File: src/sv/time_sorted_sample_buffer_macros.svh
// ---------------------------------------------------------------------------
// Assertion macros for the sorted sample buffer
// ---------------------------------------------------------------------------
`ifndef TIME_SORTED_SAMPLE_BUFFER_MACROS_SVH
`define TIME_SORTED_SAMPLE_BUFFER_MACROS_SVH

// same-cycle implication
`define TSSB_ASSERT_NOW(lbl, clk, rst_n, ante, cons) \
  lbl: assert property (@(posedge clk) disable iff (!rst_n) (ante) |-> (cons)) \
    else $error("assertion failed");

// next-cycle implication
`define TSSB_ASSERT_NEXT(lbl, clk, rst_n, ante, cons) \
  lbl: assert property (@(posedge clk) disable iff (!rst_n) (ante) |=> (cons)) \
    else $error("assertion failed");

`endif

File: src/sv/tssb_pkg.sv
// ---------------------------------------------------------------------------
// tssb_pkg
// Shared widths, request and status codes, and defaults.
// ---------------------------------------------------------------------------
`timescale 1ns / 1ps

package tssb_pkg;

  localparam int STAMP_W     = 63;
  localparam int FRAME_PW    = 16;
  localparam int PAYLOAD_W   = 32;
  localparam int AGE_W       = 40;
  localparam int REQ_W       = 2;
  localparam int STATUS_W    = 4;
  localparam int NFOUND_W    = 2;

  localparam int DEPTH_DEF      = 64;
  localparam int FRAME_BITS_DEF = 16;

  localparam logic [AGE_W-1:0] AGE_RESET = 40'd10000000000;

  localparam logic [REQ_W-1:0] REQ_INSERT = 2'd0;
  localparam logic [REQ_W-1:0] REQ_LOOKUP = 2'd1;
  localparam logic [REQ_W-1:0] REQ_CLEAR  = 2'd2;
  localparam logic [REQ_W-1:0] REQ_NONE   = 2'd3;

  localparam logic [STATUS_W-1:0] ST_ONE      = 4'd0;
  localparam logic [STATUS_W-1:0] ST_PAIR     = 4'd1;
  localparam logic [STATUS_W-1:0] ST_EMPTY    = 4'd2;
  localparam logic [STATUS_W-1:0] ST_MISMATCH = 4'd3;
  localparam logic [STATUS_W-1:0] ST_FUTURE   = 4'd4;
  localparam logic [STATUS_W-1:0] ST_PAST     = 4'd5;
  localparam logic [STATUS_W-1:0] ST_INSERTED = 4'd6;
  localparam logic [STATUS_W-1:0] ST_UPDATED  = 4'd7;
  localparam logic [STATUS_W-1:0] ST_REJECTED = 4'd8;
  localparam logic [STATUS_W-1:0] ST_CLEARED  = 4'd9;

  localparam logic [NFOUND_W-1:0] NF_NONE = 2'd0;
  localparam logic [NFOUND_W-1:0] NF_ONE  = 2'd1;
  localparam logic [NFOUND_W-1:0] NF_TWO  = 2'd2;

endpackage

File: src/sv/tssb_cell.sv
// ---------------------------------------------------------------------------
// tssb_cell
// One buffer slot; takes its neighbor's entry on every shift.
// ---------------------------------------------------------------------------
`timescale 1ns / 1ps

module tssb_cell #(
  parameter int FRAME_BITS = tssb_pkg::FRAME_BITS_DEF
) (
  input  logic                           clk,
  input  logic                           shift_en,
  input  logic [tssb_pkg::STAMP_W-1:0]   d_stamp,
  input  logic [FRAME_BITS-1:0]          d_parent,
  input  logic [FRAME_BITS-1:0]          d_child,
  input  logic [tssb_pkg::PAYLOAD_W-1:0] d_payload,
  output logic [tssb_pkg::STAMP_W-1:0]   q_stamp,
  output logic [FRAME_BITS-1:0]          q_parent,
  output logic [FRAME_BITS-1:0]          q_child,
  output logic [tssb_pkg::PAYLOAD_W-1:0] q_payload
);

  logic [tssb_pkg::STAMP_W-1:0]   stamp_r;
  logic [FRAME_BITS-1:0]          parent_r;
  logic [FRAME_BITS-1:0]          child_r;
  logic [tssb_pkg::PAYLOAD_W-1:0] payload_r;

  always_ff @(posedge clk) begin
    if (shift_en) begin
      stamp_r   <= d_stamp;
      parent_r  <= d_parent;
      child_r   <= d_child;
      payload_r <= d_payload;
    end
  end

  assign q_stamp   = stamp_r;
  assign q_parent  = parent_r;
  assign q_child   = child_r;
  assign q_payload = payload_r;

endmodule

File: config.mk
export PLATFORM = sky130hd
export DESIGN_NAME = tssb_cell
export DESIGN_NICKNAME = d
export VERILOG_FILES = /design/src/sv/time_sorted_sample_buffer_macros.svh /design/src/sv/tssb_pkg.sv /design/src/sv/tssb_cell.sv
export SDC_FILE = /design/constraint.sdc
export NUM_CORES = 1
export LEC_CHECK = 0
export BUFFER_PORTS_ARGS = -buffer_cell sky130_fd_sc_hd__buf_2
export CELL_PAD_IN_SITES_DETAIL_PLACEMENT = 0
export CELL_PAD_IN_SITES_GLOBAL_PLACEMENT = 1
export CORE_MARGIN = 2
export CORE_UTILIZATION = 35
export CTS_CLUSTER_SIZE = 25
export DETAILED_ROUTE_END_ITERATION = 12
export HOLD_SLACK_MARGIN = 0.05
export PLACE_DENSITY = 0.88
export SLEW_MARGIN = 15
export SYNTH_ARGS = -nofsm -noshare
export SYNTH_HDL_FRONTEND = slang
export SYNTH_SLANG_ARGS = --single-unit
File: constraint.sdc
create_clock -name clk -period 0.92 [get_ports clk]
set_clock_uncertainty 0.05 [all_clocks]
set_input_delay 0.092 -clock clk [delete_from_list [all_inputs] [get_ports clk]]
set_output_delay 0.092 -clock clk [all_outputs]
set_load 0.01 [all_outputs]
==> flow_metrics.py, run 1 <==
metrics = {
    "logic_synthesis": {
        "ys_seq_area_frac": 1.000,
        "synth_edf_count": 127,
        "synth_cells": 127,
        "yosys.area.top_type": "edfxtp_1",
        "yosys-top-cells-count": "edfxtp_1",
        "ys_ff_latch": 127,
        "ys_async_sr_fraction": 0,
        "synth_fp_nets": 256,
        "synthDistinctLibCells": 1,
        "netlist_area_sq_um": 3814,
        "yosysWarnings": 0,
        "synth_most_common_cell": "edfxtp_1",
        "synthTopCellsByArea": "edfxtp_1",
        "yosys.area.top_type_share": 1.000,
        "synthFlopType": "edfxtp_1",
        "synth_area_per_cell_sq_um": 30.03,
    },
    "status": {
        "lastStage": "clock tree synthesis (4_1_cts)",
        "firstError": "[ERROR RSZ-0060] Max buffer count reached.",
        "status": "stopped before the end",
    },
    "clock_tree": {
        "cts_buffers": 17,
        "htreeDepth": 4,
        "root_buffer": "clkbuf_8",
        "postCtsHoldBufs": 112,
        "ctsResizeCount": 0,
        "clockBufferDepth": 2,
        "clock-sinks": 127,
        "post_cts_buffers": 0,
    },
    "floorplan": {
        "initial_core_util": 0.3549,
        "io_pins": 256,
        "die_h_um": 108.4,
        "rows": 38,
        "die_x_um": 108.4,
    },
    "place": {
        "pre_cts_ws_ns": 0.001479,
        "io_buffers": 255,
        "gp_congestion": 0.7165,
    },
}
-- per-stage QoR --
step / area, sq um / utilization / instances / hold WS [ns]
after detailed placement: 5323 / 0.4953 / 526 / 0.2201
after global placement: 5323 / 0.4953 / 526 / 0.2185
after floorplan: 3814 / - / 127 / 0.1409
-- kinds of logic after synthesis --
kind of cell / share of synthesized area
flip-flops: 1.000
==> run 2: changes to the inputs <==
Settings changed: CELL_PAD_IN_SITES_DETAIL_PLACEMENT 0 to unset, CELL_PAD_IN_SITES_GLOBAL_PLACEMENT 1 to unset, CORE_UTILIZATION 35 to 23, CTS_CLUSTER_SIZE 25 to unset, HOLD_SLACK_MARGIN 0.05 to unset, PLACE_DENSITY 0.88 to unset, PLACE_DENSITY_LB_ADDON set to 0.15.
==> flow_metrics.py, run 2 <==
metrics = {
    "sta": {
        "slew_headroom": 0.8578,
        "worstMarginPinSlew_ns": 0.2133,
        "finalHoldViolCount": 0,
        "fmax_mhz": 906.0,
        "rsz0062_at_grt": "yes",
        "report.final.slew_viol_count": 0,
        "post-route-period-util": 1.200,
        "min_period_ns": 1.104,
        "setup_ws_ns": -0.1837,
        "finalSetupViolations": 127,
    },
    "place": {
        "gp_congestion": 0.7116,
        "hpwl_mm": 6.686,
        "io_buffers": 255,
        "pre_cts_ws_ns": -0.04680,
        "placedCellCount": 611,
    },
    "setup_path": {
        "path_depth": 1,
        "crit_chain": "buf_2",
        "slowest_stage": "edfxtp_1",
        "arrival_ns": 0.96,
        "end_kind": "output pin",
        "endpoint": "q_payload[1]",
        "cp_max_fo": 1,
        "cp_slowest_stage_delay_ns": 0.40,
        "path_buf_inv": 1,
        "worstSetupPathType": "reg2out",
        "cp_top_family": "flip-flops",
        "crit_required_ns": 0.78,
        "crit_path_start_kind": "flip-flop",
        "timing.critical_path.from": "q_payload[1]$_DFFE_PP_",
    },
    "detailed_routing": {
        "first_iter_violations": 98,
        "wire_per_inst_um": 12.79,
        "vias": 2817,
        "viasPerCell": 3.654,
        "post-route-drc-count": 0,
        "wl_mm": 9.860,
        "drtAntennaViolNets": 0,
        "firstDrtPassIters": 3,
    },
    "logic_synthesis": {
        "synth_most_common_cell": "edfxtp_1",
        "synth_cells": 127,
        "yosys.area.top_type_share": 1.000,
        "ys_async_sr_fraction": 0,
        "netlist_area_sq_um": 3814,
        "synth_fp_nets": 256,
        "synthFlopType": "edfxtp_1",
        "synthDistinctLibCells": 1,
        "synth_edf_count": 127,
        "yosysWarnings": 0,
        "ys_seq_area_frac": 1.000,
        "yosys.area.top_type": "edfxtp_1",
        "synth_area_per_cell_sq_um": 30.03,
        "yosys-top-cells-count": "edfxtp_1",
        "ys_ff_latch": 127,
        "synthTopCellsByArea": "edfxtp_1",
    },
    "status": {
        "violations": "setup timing",
        "status": "finished, violations left",
    },
    "floorplan": {
        "die_h_um": 132.8,
        "die_area_sq_um": 17630,
        "die_x_um": 132.8,
        "rows": 47,
        "core_area_sq_um": 16410,
        "io_pins": 256,
        "initial_core_util": 0.2324,
    },
    "pwr": {
        "clkPwrFrac": 0.428,
        "power_frac_comb": 0.104,
        "fin_total_pwr_mw": 14.93,
        "powerDensity_nw_per_um2": 2036,
        "p_seq_frac": 0.468,
        "p_sw_frac": 0.2152,
        "power_switching_mw": 3.213,
        "p_int_mw": 11.71,
        "p_leak_nw": 3.107,
        "worst_ir_drop_vdd_v": 0.001060,
    },
    "finish": {
        "syn_to_final_growth_pct": 92.26,
        "final_common_cell": "buf_2",
        "fin_nets": 667,
        "final_cell_mix": "buf_2, dlygate4sd3_1, edfxtp_1",
        "final_cells": 771,
        "drive_gt1_frac": 0.5336,
        "diodes": 0,
        "multi_input_cells": 0,
        "multi_input_area_sq_um": 0,
        "largest_register_ffs": 63,
        "utilization": 0.4469,
    },
    "clock_tree": {
        "clockBufferDepth": 2,
        "clk_pin_slew_ns": 0.06,
        "root_buffer": "clkbuf_16",
        "cts_tree": "built",
        "htreeDepth": 4,
        "cts_buffers": 17,
        "clock-sinks": 127,
    },
    "grt": {
        "gr-usage-met2": 0.1880,
        "grt_pass1_vias": 3037,
        "grt_use_met3": 0.05977,
        "grt_busiest_layer": "met2",
        "grt.met1_usage": 0.1319,
        "grt.total_usage": 0.1158,
        "antenna_found_initial": 0,
        "grt-ovfl-total": 0,
        "grt_max_degree": 34,
        "grt_first_pass_wirelength_mm": 15.39,
    },
    "hold_path": {
        "hp-start": "shift_en",
        "hp-class": "in2reg",
    },
    "flow_run": {
        "cap_violations": 0,
    },
}
-- run 2: cell counts after synthesis --
No cell type changed its count.
-- run 2: cell families (layout without fill, tap and decap cells) --
logic type             after synthesis  in the layout  synth area share
buffers and inverters                0            424                 0
flip-flops                         127            127             1.000
-- run 2: area by class of cell --
| cell class | count | area, sq um |
|---|---|---|
| fill | 1451 | 9075 |
| sequential | 127 | 3814 |
| timing repair buffer | 392 | 2671 |
| clock buffer | 17 | 425.4 |
| tap | 220 | 275.3 |
| clock inverter | 15 | 146.4 |
-- run 2: what timing repair did --
action / in CTS / in global routing
gates resized for setup: 0 / 5
endpoints found under the setup margin: 127 / 127
buffers inserted: 0 / 0
endpoints found under the hold margin: 128 / 0
hold buffers: 128 / 0
-- run 2: metrics by stage --
stage	area (sq um)	setup TNS [ns]	hold WS (ns)
4_1_cts	7313	-20.48	0.1563
5_1_grt	7332	-23.19	0.1609
3_3_place_gp	5460	-1.444	0.2183
2_1_floorplan	3814	0	0.1409
3_5_place_dp	5460	-2.691	0.2201
6_report	7332	-16.45	0.1710
-- run 2: power groups by stage --
stage	registers, mW	clock network, mW	logic [mW]
after CTS	6.99	6.61	1.55
final	6.99	6.39	1.55
after global routing	7.03	6.90	1.68
after detailed placement	7.11	0	1.13
after global placement	7.11	0	1.12
after floorplan	7.38	0	0
-- run 2: routing by layer --
layer  vias up  wire, um
li1       1346         -
met1      1314      3937
met2       147      4901
met3        10       902
met4         0       117
met5         -         0
-- run 2: worst min path at each step --
stage | to | slack (ns) | cells after the start
CTS | q_stamp[15]$_DFFE_PP_ | 0.16 | 2
detailed placement | q_stamp[28]$_DFFE_PP_ | 0.22 | 1
floorplan | q_child[0]$_DFFE_PP_ | 0.14 | 0
global route | q_payload[23]$_DFFE_PP_ | 0.16 | 2
finish | q_stamp[15]$_DFFE_PP_ | 0.17 | 2
global placement | q_stamp[24]$_DFFE_PP_ | 0.22 | 1
Power figures use the tool's default switching activity.
==> run 3: changes to the inputs <==
Settings changed: CORE_MARGIN 2 to unset.
==> flow_metrics.py, run 3 (synthesis results as in run 2) <==
metrics = {
    "detailed_routing": {
        "first_iter_violations": 101,
        "post-route-drc-count": 0,
        "vias": 2838,
        "drtAntennaViolNets": 0,
        "wl_mm": 10.16,
        "viasPerCell": 3.705,
        "wire_per_inst_um": 13.27,
        "firstDrtPassIters": 4,
    },
    "clock_tree": {
        "root_buffer": "clkbuf_16",
        "clock-sinks": 127,
        "cts_tree": "built",
        "htreeDepth": 4,
        "cts_buffers": 17,
        "post_cts_buffers": 0,
        "clk_pin_slew_ns": 0.06,
        "clockBufferDepth": 2,
    },
    "finish": {
        "multi_input_cells": 0,
        "final_cell_mix": "buf_2, dlygate4sd3_1, edfxtp_1",
        "syn_to_final_growth_pct": 91.14,
        "multi_input_area_sq_um": 0,
        "fin_nets": 666,
        "final_area_sq_um": 7289,
        "final_cells": 766,
        "drive_gt1_frac": 0.5301,
        "utilization": 0.4540,
        "largest_register_ffs": 63,
        "final_common_cell": "buf_2",
        "n_fill_cell": 1431,
    },
    "setup_path": {
        "end_kind": "output pin",
        "crit_path_start_kind": "flip-flop",
        "worstSetupPathType": "reg2out",
        "path_buf_inv": 1,
        "arrival_ns": 0.93,
        "slowest_stage": "edfxtp_1",
        "crit_chain": "buf_2",
        "cp_top_family": "flip-flops",
        "cp_slowest_stage_delay_ns": 0.37,
        "crit_required_ns": 0.78,
        "cp_max_fo": 1,
    },
    "grt": {
        "grt_pass1_vias": 3032,
        "grt_busiest_layer": "met2",
        "grt-ovfl-total": 0,
        "grt_use_met3": 0.06800,
        "grt_max_degree": 34,
        "grt.total_usage": 0.1196,
        "gr-usage-met2": 0.2014,
        "grt_first_pass_wirelength_mm": 14.41,
        "antenna_found_initial": 1,
        "grt.met1_usage": 0.1155,
    },
    "sta": {
        "setup_ws_ns": -0.1526,
        "post-route-period-util": 1.166,
        "tns_ns": -16.39,
        "report.final.slew_viol_count": 0,
        "finalHoldViolCount": 0,
        "min_period_ns": 1.073,
        "slew_headroom": 0.8748,
        "fmax_mhz": 932.3,
        "worstMarginPinSlew_ns": 0.1878,
        "rsz0062_at_grt": "yes",
        "finalSetupViolations": 127,
    },
    "floorplan": {
        "rows": 46,
        "core_area_sq_um": 16060,
        "io_pins": 256,
        "die_area_sq_um": 17100,
        "die_h_um": 130.8,
        "initial_core_util": 0.2375,
        "die_x_um": 130.8,
    },
    "place": {
        "placedCellCount": 607,
        "hpwl_mm": 6.842,
        "place_area_sq_um": 5455,
        "gp_congestion": 0.7121,
        "io_buffers": 255,
    },
    "status": {
        "status": "finished, violations left",
        "violations": "setup timing",
    },
    "hold_path": {
        "hold_end": "q_stamp[13]$_DFFE_PP_",
        "hp-class": "in2reg",
        "min_path_cells": 2,
        "hp-start": "shift_en",
    },
    "pwr": {
        "worst_ir_drop_vdd_v": 0.001057,
        "p_leak_nw": 3.090,
        "powerDensity_nw_per_um2": 1990,
    },
    "flow_run": {
        "cap_violations": 0,
    },
}
[run 3: how the worst max path moves through the flow]
stage / cells after the start / startpoint / endpoint / slack, ns
2_1_floorplan: 0 / q_child[0]$_DFFE_PP_ / q_child[0] / 0.38
3_3_place_gp: 2 / shift_en / q_stamp[35]$_DFFE_PP_ / -0.02
3_5_place_dp: 2 / shift_en / q_parent[10]$_DFFE_PP_ / -0.03
4_1_cts: 1 / q_stamp[8]$_DFFE_PP_ / q_stamp[8] / -0.19
5_1_grt: 1 / q_payload[11]$_DFFE_PP_ / q_payload[11] / -0.21
6_report: 1 / q_stamp[41]$_DFFE_PP_ / q_stamp[41] / -0.15
[run 3: through the flow]
stage	hold slack [ns]	power (mW)	setup WS (ns)
after floorplan	0.1409	7.375	0.3842
after global placement	0.2183	8.233	-0.01880
after detailed placement	0.2201	8.238	-0.02977
after CTS	0.1616	14.72	-0.1882
after global routing	0.1646	15.13	-0.2145
final	0.1741	14.51	-0.1526
[run 3: cell type report]
cell class,instances,area (sq um),area share
Antenna cell,1,2.502,0.0003433
Timing Repair Buffer,391,2674,0.3668
Sequential cell,127,3814,0.5232
Clock inverter,13,100.1,0.01373
Clock buffer,18,429.2,0.05887
Tap cell,216,270.3,0.03708
[run 3: metal layers]
metal	wire length (um)	part of all wire	vias up
li1	-	-	1344
met1	3647	0.36	1320
met2	5201	0.51	156
met3	1045	0.10	18
met4	268	0.026	0
met5	0	0	-
[run 3: repair_timing]
item                                    4_1_cts  5_1_grt
gates resized for setup                       0        8
endpoints found under the setup margin      127      127
endpoints found under the hold margin       127        0
cloned                                        0        0
hold buffers                                127        0
[run 3: power by group]
part	internal [mW]	switching, mW
logic	0.880	0.686
registers	6.88	0.101
clock network	3.64	2.32
==> run 4: changes to the inputs <==
Settings changed: PLACE_DENSITY_LB_ADDON 0.15 to unset, RECOVER_POWER set to 100.
==> flow_metrics.py, run 4 <==
metrics = {
    "status": {
        "status": "stopped before the end",
        "lastStage": "clock tree synthesis (4_1_cts)",
        "firstError": "[ERROR RSZ-0060] Max buffer count reached.",
    },
    "logic_synthesis": {
        "synthDistinctLibCells": 1,
        "synth_cells": 127,
        "synth_edf_count": 127,
        "ys_ff_latch": 127,
        "yosysWarnings": 0,
        "synth_fp_nets": 256,
        "synthTopCellsByArea": "edfxtp_1",
        "ys_seq_area_frac": 1.000,
        "ys_async_sr_fraction": 0,
        "synthFlopType": "edfxtp_1",
        "synth_most_common_cell": "edfxtp_1",
        "synth_area_per_cell_sq_um": 30.03,
        "yosys-top-cells-count": "edfxtp_1",
        "yosys.area.top_type_share": 1.000,
        "yosys.area.top_type": "edfxtp_1",
        "netlist_area_sq_um": 3814,
    },
    "place": {
        "gp_congestion": 0.6818,
        "io_buffers": 255,
        "pre_cts_ws_ns": -0.02601,
    },
    "clock_tree": {
        "root_buffer": "clkbuf_16",
        "clock-sinks": 127,
        "post_cts_buffers": 0,
        "postCtsHoldBufs": 127,
        "clockBufferDepth": 2,
        "htreeDepth": 4,
        "ctsResizeCount": 0,
        "cts_buffers": 17,
    },
    "floorplan": {
        "io_pins": 256,
        "initial_core_util": 0.2375,
        "die_h_um": 130.8,
        "rows": 46,
        "die_x_um": 130.8,
    },
}
-- run 4: cell counts after synthesis --
No cell type changed its count.
-- run 4: kinds of logic after synthesis --
family	after synthesis	synth area share
DFF	127	1.000
-- run 4: stage by stage --
step           hold WS, ns  area, sq um  std cells  setup TNS [ns]
2_1_floorplan       0.1409         3814        127               0
3_3_place_gp        0.2181         5410        601               0
3_5_place_dp        0.2201         5410        601          -1.064
